===== src/hdl/spm_pkg.sv =====
// Package for the stereo pan mixer: transaction payload types, register
// indexes, pipeline enable struct and pan gain helpers.
// No dependencies.
package spm_pkg;

    localparam int SAMPLE_W = 16;
    localparam int GAIN_W   = 16;
    localparam int PROD_W   = 32;
    localparam int TERM_W   = 48;
    localparam int ACC_W    = 50;
    localparam int FRAC_SH  = 30;
    localparam int NUM_CH   = 4;
    localparam int CFG_IDX_W = 3;

    localparam logic [CFG_IDX_W-1:0] REG_VOLUME_0 = 3'd0;
    localparam logic [CFG_IDX_W-1:0] REG_PAN_0    = 3'd4;

    localparam logic [GAIN_W-1:0]  UNITY_GAIN = 16'h8000;
    localparam logic signed [ACC_W-1:0] ROUND_HALF = 50'sd536870912;
    localparam logic signed [SAMPLE_W-1:0] SAT_MAX = 16'sh7FFF;
    localparam logic signed [SAMPLE_W-1:0] SAT_MIN = -16'sh8000;

    typedef struct packed {
        logic signed [SAMPLE_W-1:0] sample_0;
        logic signed [SAMPLE_W-1:0] sample_1;
        logic signed [SAMPLE_W-1:0] sample_2;
        logic signed [SAMPLE_W-1:0] sample_3;
        logic [NUM_CH-1:0]          channel_active;
        logic                       last_frame;
    } t_mix_in;

    typedef struct packed {
        logic signed [SAMPLE_W-1:0] left_out;
        logic signed [SAMPLE_W-1:0] right_out;
        logic                       last_frame_out;
        logic                       clipped;
    } t_mix_out;

    typedef struct packed {
        logic s1;
        logic s2;
        logic s3;
        logic s4;
    } t_stage_en;

    // Left factor is unity minus the leftward pan magnitude; it never exceeds unity.
    function automatic logic [GAIN_W-1:0] pan_left(input logic signed [GAIN_W-1:0] pan);
        logic [GAIN_W-1:0] f;
        f = UNITY_GAIN;
        if (pan < 0) begin
            f = UNITY_GAIN + pan;
        end
        return f;
    endfunction

    function automatic logic [GAIN_W-1:0] pan_right(input logic signed [GAIN_W-1:0] pan);
        logic [GAIN_W-1:0] f;
        f = UNITY_GAIN;
        if (pan > 0) begin
            f = UNITY_GAIN - pan;
        end
        return f;
    endfunction

endpackage


===== src/hdl/spm_lane.sv =====
// One mixer lane: sample times volume, then times the left and right pan factors.
// Two pipeline stages. Depends on spm_pkg.
module spm_lane
    import spm_pkg::*;
(
    input  logic                        i_clk,
    input  t_stage_en                   i_en,
    input  logic signed [SAMPLE_W-1:0]  i_sample,
    input  logic                        i_active,
    input  logic [GAIN_W-1:0]           i_volume,
    input  logic signed [GAIN_W-1:0]    i_pan,
    output logic signed [TERM_W-1:0]    o_term_l,
    output logic signed [TERM_W-1:0]    o_term_r
);

    logic signed [PROD_W-1:0]   r_prod;
    logic [GAIN_W-1:0]          r_fl;
    logic [GAIN_W-1:0]          r_fr;
    logic signed [TERM_W-1:0]   r_term_l;
    logic signed [TERM_W-1:0]   r_term_r;
    logic signed [PROD_W:0]     w_prod_full;
    logic signed [PROD_W+GAIN_W+1:0] w_full_l;
    logic signed [PROD_W+GAIN_W+1:0] w_full_r;

    assign w_prod_full = i_sample * $signed({1'b0, i_volume});
    assign w_full_l    = r_prod * $signed({1'b0, r_fl});
    assign w_full_r    = r_prod * $signed({1'b0, r_fr});

    always_ff @(posedge i_clk) begin
        if (i_en.s1) begin
            r_prod <= i_active ? w_prod_full[PROD_W-1:0] : '0;
            r_fl   <= pan_left(i_pan);
            r_fr   <= pan_right(i_pan);
        end
        if (i_en.s2) begin
            r_term_l <= w_full_l[TERM_W-1:0];
            r_term_r <= w_full_r[TERM_W-1:0];
        end
    end

    assign o_term_l = r_term_l;
    assign o_term_r = r_term_r;

endmodule


===== config.mk =====
export PLATFORM = sky130hd
export DESIGN_NAME = spm_lane
export DESIGN_NICKNAME = d
export VERILOG_FILES = /design/src/hdl/spm_pkg.sv /design/src/hdl/spm_lane.sv
export SDC_FILE = /design/constraint.sdc
export NUM_CORES = 2
export LEC_CHECK = 0
export BUFFER_PORTS_ARGS = -buffer_cell sky130_fd_sc_hd__buf_2
export CORE_ASPECT_RATIO = 1.75
export CORE_MARGIN = 1
export CORE_UTILIZATION = 45
export CTS_BUF_LIST = sky130_fd_sc_hd__clkbuf_8
export DETAILED_ROUTE_END_ITERATION = 10
export HOLD_SLACK_MARGIN = 0.08
export PLACE_DENSITY_LB_ADDON = 0.3
export SLEW_MARGIN = 25
export SYNTH_ARGS = -nofsm -noshare
export SYNTH_HDL_FRONTEND = slang
export SYNTH_SLANG_ARGS = --single-unit

===== constraint.sdc =====
create_clock -name i_clk -period 9.55 [get_ports i_clk]
set_input_delay 0.955 -clock i_clk [delete_from_list [all_inputs] [get_ports i_clk]]
set_output_delay 0.955 -clock i_clk [all_outputs]
set_load 0.03 [all_outputs]

==> metrics.yaml <==
setup_path:
  cp_slowest_cell: "edfxtp_1"
  path_max_fanout: 17
  r2r_start: "r_prod[8]$_SDFFCE_PN0P_"
  critPathKind: "reg2reg"
  critPathLaunch: "r_prod[8]$_SDFFCE_PN0P_"
  setup.worst_path.start_class: "flop"
  max_stage_delay_ns: 0.94
  worst_path_most_repeated_cell: "fa_1"
  rr_worst_depth: 22
  cp_cell_sequence: "buf_4 > nand2_1 > fa_1 > fa_1 > fa_1 > inv_1 > fa_1 > fa_1 > inv_1 > fa_1 > inv_1 > ha_1 > and4_1 > o311ai_0 > a31oi_1 > o2bb2ai_1 > o21ai_1 > o311ai_1 > a211oi_2 > o21ai_0 > a21oi_1 > xnor2_1"
  worst_ep_required_time_ns: 9.91
  r2r_slack_ns: 1.78
  cp-end-kind: "flop"
  endpoint: "o_term_l[46]$_DFFE_PP_"
  worst-endpoint-arrival_ns: 8.13
  r2r_end: "o_term_l[46]$_DFFE_PP_"
floorplan:
  fp-row-count: 160
  die_h_um: 441
  die_w_um: 253
  die-area_mm2: 0.112
  ios: 150
  start_util_pct: 45.5
  design.core.area_mm2: 0.109
placement:
  place.gp.congestion: 0.881
  port_buffers: 147
  dpl.hpwl_um: 99400
  place_area_mm2: 0.0518
synthesis:
  synth_top_area_share_pct: 46.9
  ys_seq_area_share_pct: 9.69
  synth_xor_area_share_pct: 2.39
  synth_nets: 6893
  synthMuxAreaShare_pct: 0.0404
  syn_area_mm2: 0.0496
  synthAdderAreaFrac_pct: 55.7
  ys_top_cells_by_area: "fa_1 47%, inv_1 10%, edfxtp_1 9.7%, ha_1 8.7%, and2_1 7.6%"
  synth-simple-area-share_pct: 15.6
  ys.flop_type: "edfxtp_1"
  avgSynthCellArea_um2: 9.30
  ys_async_sr_fraction_pct: 0
  synth_top_family_by_area: "adder cells"
  synth_edf_count: 160
  synth_compound_area_share_pct: 4.30
  ys_warn_count: 0
  synth_largest_area_cell: "fa_1"
  netlist_instances: 5331
  synth.distinct_cells: 64
  ys_seq_elements: 160
route:
  remaining_drc_errors: 0
  viasPerCell: 5.18
  post_drt_wl_per_cell_um: 18.3
  drt_first_pass_iters: 6
  wl_um: 125000
  drt_iter0_drc: 1532
  postRouteAntennaNets: 0
  vias: 35300
timing:
  fmax_mhz: 129
  timing.slew.headroom_pct: 27.5
  rsz0062_at_grt: "false"
  finalSetupTns_ns: 0
  period_share_pct: 81.3
  fin_skew_ns: 0.0229
  layout_min_cycle_time_ns: 7.77
  setup_viol: 0
  finalHoldViolCount: 0
  slew_viol_final: 0
  worstMarginPinSlew_ns: 1.09
clocking:
  clock-sinks: 160
  clk_pin_slew_ns: 0.11
  cts_hold_buf: 0
  cts_setup_buffers: 0
  h-tree-depth: 4
  numCtsBuffers: 17
  clock_latency_ns: 0.60
  cts_tree: "built"
  root_buffer: "clkbuf_8"
  clockBufferDepth: 2
  cts_resized: 0
grt:
  grt_max_degree: 65
  gr-total-overflow: 0
  grt_pass1_wl_um: 202000
  grt_pass1_vias: 39000
  grt_usage_pct: 23.7
  antenna_found_initial: 3
final_layout:
  fillers: 10500
  layout-drive-gt1-share_pct: 4.98
  area_growth_pct: 5.36
  layout.nets: 6894
  fin_area_mm2: 0.0522
status:
  status: "complete, no violations"
flow_run:
  max_cap_violations: 0
worst_hold_path:
  hold_class: "reg2reg"
[cell type report]
| type | count | area (um^2) | area share (%) |
|---|---|---|---|
| diodes | 5 | 12.5 | 0.0240 |
| clock buffers | 17 | 234 | 0.448 |
| clock inverters | 15 | 166 | 0.319 |
| inverters | 1386 | 5200 | 9.96 |
| multi-input cells | 3547 | 38700 | 74.0 |
| flip-flops and latches | 160 | 4800 | 9.20 |
| well taps | 1458 | 1820 | 3.49 |
| repair buffers | 220 | 1320 | 2.52 |
[registers in the layout, indices dropped and copies added, names as in the netlist]
register and cells:
r_fl 16, r_prod 32, r_fr 16, o_term_r 48, o_term_l 48
[placed cells by master, fill, tap and decap left out, drive strengths merged, types with 38 or more instances in the layout]
cell,instances
xor2,38
a21oi,111
inv,1394
xnor2,97
ha,346
a21o,55
o21ai,53
and2,603
fa,1162
edfxtp,160
nor2,90
buf,220
nand2,746
[cell families after synthesis]
family,after synthesis
simple gates,1574
fa+ha+maj,1508
flops,160
buf+inv,1624
xor+xnor,135
mux,2
compound gates,328
[critical path, delay by kind of cell (launching register included)]
kind                       cells  cell delay, ns
adders and majority gates      7            3.29
and+or+nand+nor                2            0.33
buffers and inverters          4            0.45
AOI/OAI and AO/OA              8            2.40
DFF                            1            0.94
xor gates and xnor gates       1            0.12
[synth_stat cells (3+ instances only)]
cell type / n
inv_1: 1384
fa_1: 1162
xnor2_1: 97
a31oi_1: 10
ha_1: 346
xor2_1: 38
a211oi_1: 11
a21oi_1: 111
a221o_1: 3
nand2_1: 746
nand4_1: 14
o21bai_1: 20
o21a_1: 18
nand2b_1: 20
and3_1: 23
o2111ai_1: 3
and2_1: 603
o21ai_1: 3
nor2b_1: 14
clkbuf_1: 237
o211ai_1: 4
nor3_1: 20
nor3b_1: 4
nand3_1: 21
a211o_1: 6
a21boi_0: 4
and4_1: 3
nor2_1: 90
o21ai_0: 48
nor4_1: 5
a21o_1: 54
a2111oi_0: 3
edfxtp_1: 160
[worst min-delay path by stage]
stage / startpoint / end / slack [ns] / cells after the start
floorplan: r_fr[0]$_SDFFCE_PP0P_ / o_term_r[0]$_DFFE_PP_ / 0.58 / 1
global placement: r_fr[0]$_SDFFCE_PP0P_ / o_term_r[0]$_DFFE_PP_ / 0.60 / 1
detailed placement: r_fr[0]$_SDFFCE_PP0P_ / o_term_r[0]$_DFFE_PP_ / 0.60 / 1
CTS: i_pan[5] / r_fl[5]$_SDFFCE_PN0P_ / 0.63 / 2
global route: r_fr[0]$_SDFFCE_PP0P_ / o_term_r[0]$_DFFE_PP_ / 0.66 / 1
finish: r_fr[0]$_SDFFCE_PP0P_ / o_term_r[0]$_DFFE_PP_ / 0.65 / 1
[metrics by stage]
stage	hold slack, ns	utilization (%)	instances	worst slack, ns
2_1_floorplan	0.582	-	5331	2.59
3_3_place_gp	0.605	47.5	6767	1.81
3_5_place_dp	0.602	47.6	6771	1.79
4_1_cts	0.635	47.9	6803	1.76
6_report	0.647	47.9	6808	1.78
5_1_grt	0.662	47.9	6804	1.49
[metal layers]
layer	global-route usage (%)	share of wire (%)
met2	45.4	55
met1	24.4	34
met5	0	0.010
met4	15.1	6.9
met3	2.00	3.6
Power is not shown: default switching activity piles up to over one toggle a cycle in this logic, so the estimate is an artifact.
