File: config.mk
export PLATFORM = sky130hd
export DESIGN_NAME = spm_merge
export DESIGN_NICKNAME = d
export VERILOG_FILES = /design/src/hdl/spm_pkg.sv /design/src/hdl/spm_merge.sv
export SDC_FILE = /design/constraint.sdc
export NUM_CORES = 1
export LEC_CHECK = 0
export CAP_MARGIN = 25
export CORE_MARGIN = 2
export CORE_UTILIZATION = 40
export DETAILED_ROUTE_END_ITERATION = 12
export DONT_BUFFER_PORTS = 1
export GPL_ROUTABILITY_DRIVEN = 0
export GPL_TIMING_DRIVEN = 0
export SLEW_MARGIN = 20
export SYNTH_ARGS = -nofsm -noshare
export SYNTH_HDL_FRONTEND = slang
export SYNTH_SLANG_ARGS = --single-unit
export TNS_END_PERCENT = 5
File: constraint.sdc
create_clock -name i_clk -period 7.4 [get_ports i_clk]
set_input_delay 0.37 -clock i_clk [delete_from_list [all_inputs] [get_ports i_clk]]
set_output_delay 0.37 -clock i_clk [all_outputs]
set_load 0.02 [all_outputs]
File: src/hdl/spm_pkg.sv
// Package for the stereo pan mixer: transaction payload types, register
// indexes, pipeline enable struct and pan gain helpers.
// No dependencies.
package spm_pkg;

    localparam int SAMPLE_W = 16;
    localparam int GAIN_W   = 16;
    localparam int PROD_W   = 32;
    localparam int TERM_W   = 48;
    localparam int ACC_W    = 50;
    localparam int FRAC_SH  = 30;
    localparam int NUM_CH   = 4;
    localparam int CFG_IDX_W = 3;

    localparam logic [CFG_IDX_W-1:0] REG_VOLUME_0 = 3'd0;
    localparam logic [CFG_IDX_W-1:0] REG_PAN_0    = 3'd4;

    localparam logic [GAIN_W-1:0]  UNITY_GAIN = 16'h8000;
    localparam logic signed [ACC_W-1:0] ROUND_HALF = 50'sd536870912;
    localparam logic signed [SAMPLE_W-1:0] SAT_MAX = 16'sh7FFF;
    localparam logic signed [SAMPLE_W-1:0] SAT_MIN = -16'sh8000;

    typedef struct packed {
        logic signed [SAMPLE_W-1:0] sample_0;
        logic signed [SAMPLE_W-1:0] sample_1;
        logic signed [SAMPLE_W-1:0] sample_2;
        logic signed [SAMPLE_W-1:0] sample_3;
        logic [NUM_CH-1:0]          channel_active;
        logic                       last_frame;
    } t_mix_in;

    typedef struct packed {
        logic signed [SAMPLE_W-1:0] left_out;
        logic signed [SAMPLE_W-1:0] right_out;
        logic                       last_frame_out;
        logic                       clipped;
    } t_mix_out;

    typedef struct packed {
        logic s1;
        logic s2;
        logic s3;
        logic s4;
    } t_stage_en;

    // Left factor is unity minus the leftward pan magnitude; it never exceeds unity.
    function automatic logic [GAIN_W-1:0] pan_left(input logic signed [GAIN_W-1:0] pan);
        logic [GAIN_W-1:0] f;
        f = UNITY_GAIN;
        if (pan < 0) begin
            f = UNITY_GAIN + pan;
        end
        return f;
    endfunction

    function automatic logic [GAIN_W-1:0] pan_right(input logic signed [GAIN_W-1:0] pan);
        logic [GAIN_W-1:0] f;
        f = UNITY_GAIN;
        if (pan > 0) begin
            f = UNITY_GAIN - pan;
        end
        return f;
    endfunction

endpackage

File: src/hdl/spm_merge.sv
// Merging stage: sums the lane terms, then rounds and saturates into the
// output register. Depends on spm_pkg.
module spm_merge
    import spm_pkg::*;
#(
    parameter int N = 4
) (
    input  logic                        i_clk,
    input  t_stage_en                   i_en,
    input  logic signed [TERM_W-1:0]    i_term_l [N],
    input  logic signed [TERM_W-1:0]    i_term_r [N],
    input  logic                        i_last,
    output t_mix_out                    o_result
);

    localparam int RND_W = ACC_W - FRAC_SH;

    logic signed [ACC_W-1:0]    r_sum_l;
    logic signed [ACC_W-1:0]    r_sum_r;
    logic signed [ACC_W-1:0]    n_sum_l;
    logic signed [ACC_W-1:0]    n_sum_r;
    logic                       r_last;
    t_mix_out                   r_result;
    logic signed [ACC_W-1:0]    w_sh_l;
    logic signed [ACC_W-1:0]    w_sh_r;
    logic signed [RND_W-1:0]    w_rnd_l;
    logic signed [RND_W-1:0]    w_rnd_r;
    logic signed [SAMPLE_W-1:0] w_left;
    logic signed [SAMPLE_W-1:0] w_right;
    logic                       w_clip_l;
    logic                       w_clip_r;

    always_comb begin
        n_sum_l = '0;
        n_sum_r = '0;
        for (int i = 0; i < N; i++) begin
            n_sum_l = n_sum_l + ACC_W'(i_term_l[i]);
            n_sum_r = n_sum_r + ACC_W'(i_term_r[i]);
        end
    end

    assign w_sh_l  = (r_sum_l + ROUND_HALF) >>> FRAC_SH;
    assign w_sh_r  = (r_sum_r + ROUND_HALF) >>> FRAC_SH;
    assign w_rnd_l = w_sh_l[RND_W-1:0];
    assign w_rnd_r = w_sh_r[RND_W-1:0];

    always_comb begin
        w_clip_l = 1'b0;
        w_clip_r = 1'b0;
        w_left   = w_rnd_l[SAMPLE_W-1:0];
        w_right  = w_rnd_r[SAMPLE_W-1:0];
        if (w_rnd_l > RND_W'(SAT_MAX)) begin
            w_left   = SAT_MAX;
            w_clip_l = 1'b1;
        end else if (w_rnd_l < RND_W'(SAT_MIN)) begin
            w_left   = SAT_MIN;
            w_clip_l = 1'b1;
        end
        if (w_rnd_r > RND_W'(SAT_MAX)) begin
            w_right  = SAT_MAX;
            w_clip_r = 1'b1;
        end else if (w_rnd_r < RND_W'(SAT_MIN)) begin
            w_right  = SAT_MIN;
            w_clip_r = 1'b1;
        end
    end

    always_ff @(posedge i_clk) begin
        if (i_en.s3) begin
            r_sum_l <= n_sum_l;
            r_sum_r <= n_sum_r;
            r_last  <= i_last;
        end
        if (i_en.s4) begin
            r_result.left_out       <= w_left;
            r_result.right_out      <= w_right;
            r_result.last_frame_out <= r_last;
            r_result.clipped        <= w_clip_l | w_clip_r;
        end
    end

    assign o_result = r_result;

endmodule

==> flow_results.org <==
** Place
- Placed insts :: about 1.9k
- Input and output buffers added on the ports amount to 0.
- Detailed placement finished with a half-perimeter wire length of ~28000 um.

** STA
- The tightest hold path in the finished design has a slack of 0.131 ns.
- Total setup violations reported at the end of the flow :: 0
- Final worst-path cycle share :: 53.1%
- Time the final worst path needs with I/O delays and setup :: 3.93 ns
- Headroom to the max-slew limit came out at approximately 66%.
- Setup TNS :: 0 ns
- For the pin with the worst max-slew slack, the measured transition is 0.490 ns.
- The hold violation count in the final report was 0.
- Post-route clock skew :: 0.00511 ns
- Unrepaired setup endpoints after global routing :: no
- Max-slew violation count :: 0
- Timing-limited maximum frequency :: 255 MHz

** Floorplan
- Area of the placeable core :: between 30000 and 40000 um^2
- Measured along the y axis, the die boundary spans 184 um.
- In this run the count of I/O pins placed on the die edge is between 400 and 500.
- The die covers 33800 um^2.
- In this run the horizontal extent of the chip is 184 um.
- Initial core utilization :: 40.8%
- Number of placement rows :: 65

** Worst setup path
- CP required :: 7.47 ns
- Setup slack on the worst reg-to-reg path comes out at about 4.6 ns.
- Kind of launch point of the worst setup path :: input pin
- Data on the critical path arrives at its endpoint at 4.00 ns.
- The worst register-to-register path begins at r_sum_l[29]$_DFFE_PP_.
- Class of the most critical setup path :: in2reg
- STA classifies the critical path endpoint as a register.
- Critical path startpoint :: i_term_l[22]
- Crit-path max FO :: 5

** Clocking
- The clock drives 77 sinks.
- Number of buffers added for setup after CTS :: 0
- Number of hold buffers added after cts :: 0
- The longest clock path from root to sink contains 2 buffers.
- Clock transition at path regs :: 0.06 ns
- Total CTS buffers :: 9
- H-tree levels :: 3
- Clock latency on the worst-skew pair, taken at its later pin, is 0.34 ns.
- CTS Root Buffer Type :: clkbuf_16
- TritonCTS clock tree :: built
- Post-CTS resize count :: 0

** Finish
- Most common cell after layout, fill and taps aside :: inv_1
- Compared with the post-synthesis result, the final layout area differs by 6.34%.
- Leading cell types in the layout, fill and taps excluded :: 557 x inv_1, 192 x fa_1, 96 x ha_1
- The post-route netlist has roughly 2.2% of its cells at a drive strength greater than 1.
- Inserted Diodes :: 0
- Layout net count :: about 2.2k
- The finished layout holds 1917 standard cells, fillers aside.

** Yosys
- Fraction of synthesized cell area taken by the top area cell type :: a little under 30%
- Post-synthesis instance area :: about 13000 um^2
- Count of flip-flops with a built-in enable after synthesis :: 77
- Sequential elements use roughly 18% of the synthesized area.
- Main area contributors after synthesis :: fa_1 30%, edfxtp_1 18%, inv_1 16%, ha_1 9.3%, a21oi_1 3.2%
- Synth Net Count :: approximately 2.2k
- Top FF cell, synth :: edfxtp_1
- Cell count after synthesis :: roughly 1.5k
- Total of flip-flops plus latches after synthesis :: 77
- Post-synthesis cell type with the largest combined area :: fa_1
- Yosys printed 0 warnings.
- Syn_area_per_cell :: 8.63 um^2
- Share of synthesized registers carrying an async set or reset :: 0%
- Number of distinct library cells after synthesis :: 65

** Power
- For this design the ratio of total power to cell area is 266 nW/um^2.
- The share of total power dissipated in combinational logic is about 58%.
- In this run switching power makes up 45.2% of total power.
- Power comes to ~0.0037 W.
- The analysis attributes to cell leakage a power of 7.24 nW.
- Part of the power in the clock network :: 12.8%
- The internal portion of the total power is 0.00201 W.
- The analysis attributes to net switching a power of 0.00165 W.
- Sequential share of power :: 29.3%
- The worst-case IR drop observed on VDD is 0.121 mV.

** GRT
- Grt total ovfl :: 0
- Combined global-route utilization of all metal layers :: 18.2%
- Largest net degree at the start of global routing :: 44
- First-pass GRT wire length :: roughly 48000 um
- Vias in the first global route :: 9931
- Number of antenna violations at the first check in global routing :: 0

** Hold path
- Worst Hold Launch :: i_last
- Classification of the worst-slack hold path :: in2reg

** Routing
- Post-detailed-route DRC marker count :: 0
- Starting DRT DRC Count :: 359
- Number of vias after detailed routing :: 9388
- Post-detailed-route via-to-cell ratio :: 4.90
- Total detailed-routing wirelength :: 30800 um
- Length of the first detailed-routing pass in iterations :: 5
- The detail route stage leaves a number of antenna-violating nets equal to 0.
- After detailed routing, the average wire length per cell comes to 16.1 um.

** Flow run
- Max-capacitance violation count :: 0

** Outcome
- The run finished with clean final reports.
-- layer usage --
layer	global-route usage [%]	vias to the layer above	routed length, um
met1	21.2	4389	12800
met4	3.04	0	383
li1	-	4645	-
met3	3.01	34	1440
met5	0	-	0
met2	35.2	320	16300
-- worst max-delay path: stages --
cell	delay, ns
inv_1	0.04
fa_1	0.52
fa_1	0.53
inv_1	0.04
ha_1	0.36
a21oi_1	0.18
o221ai_1	0.15
a2111oi_0	0.51
o21ai_0	0.27
o21ai_1	0.26
a21oi_1	0.14
nor3_1	0.29
o21ai_0	0.15
xor2_1	0.19
-- final cells by class --
type | count | area, um^2
Tap cell | 402 | 503
Buffer | 11 | 51.3
Multi-Input combinational cell | 854 | 8480
Clock inverter | 5 | 85.1
Inverter | 557 | 2090
Clock buffer | 11 | 233
Sequential cell | 77 | 2310
Fill cell | 3134 | 18000
-- cells by family (layout without fill, tap and decap cells) --
family                     after synthesis  in the layout  share of synthesized area (%)
buffers and inverters                  568            584                           16.6
and+or+nand+nor                        223            223                           8.61
muxes                                    2              2                          0.164
DFF                                     77             77                           17.9
AOI/OAI and AO/OA                      270            270                           13.0
adders and majority gates              288            288                           39.0
xor gates and xnor gates                71             71                           4.81
-- through the flow --
stage | area, um^2 | worst slack (ns) | utilization [%]
2_1_floorplan | 12900 | 3.75 | -
3_3_place_gp | 13400 | 3.14 | 42.4
3_5_place_dp | 13400 | 3.17 | 42.4
4_1_cts | 13800 | 3.52 | 43.4
5_1_grt | 13800 | 3.29 | 43.4
6_report | 13800 | 3.47 | 43.4
-- flip-flops by register name (all words and copies together), names as in the netlist --
name / count
r_sum_l: 21
r_sum_r: 21
r_last: 1
o_result: 34
-- cell usage after synthesis (2+ instances only) --
library cell / n
nand4b_1: 2
a32oi_1: 2
o21bai_1: 3
inv_1: 557
and3_1: 8
edfxtp_1: 77
o211ai_1: 12
xnor2_1: 35
nor2b_1: 7
a22oi_1: 2
or3_1: 3
a211o_1: 2
a21o_1: 35
xor2_1: 36
nor2_1: 47
or2_2: 4
a2111oi_0: 3
nand3_1: 24
nand2_1: 60
o2111ai_1: 2
clkbuf_1: 8
nor4_1: 4
and2_1: 6
o21a_1: 8
o21ai_0: 62
and4_1: 2
a21oi_1: 83
o21ai_1: 12
nand2b_1: 5
nand4_1: 25
a31oi_1: 12
ha_1: 96
a211oi_1: 12
fa_1: 192
nor3_1: 16
or4_1: 4
a221oi_1: 3
-- power by group through the flow --
stage               clock [W]  sequential, W  combinational, W
floorplan                   0        0.00103           0.00165
global placement            0        0.00108           0.00210
detailed placement          0        0.00109           0.00213
CTS                  0.000481        0.00108           0.00214
global route         0.000497        0.00110           0.00244
finish               0.000468        0.00107           0.00212
-- final timing paths --
check / to / depth (start not counted)
setup reg to reg: o_result[24]$_SDFFCE_PP1P_ / 10
hold reg to reg: o_result[1]$_DFFE_PP_ / 0
setup / recovery: r_sum_l[41]$_DFFE_PP_ / 14
hold / removal: r_last$_DFFE_PP_ / 0
No activity file was read; power rests on OpenSTA's default activity.
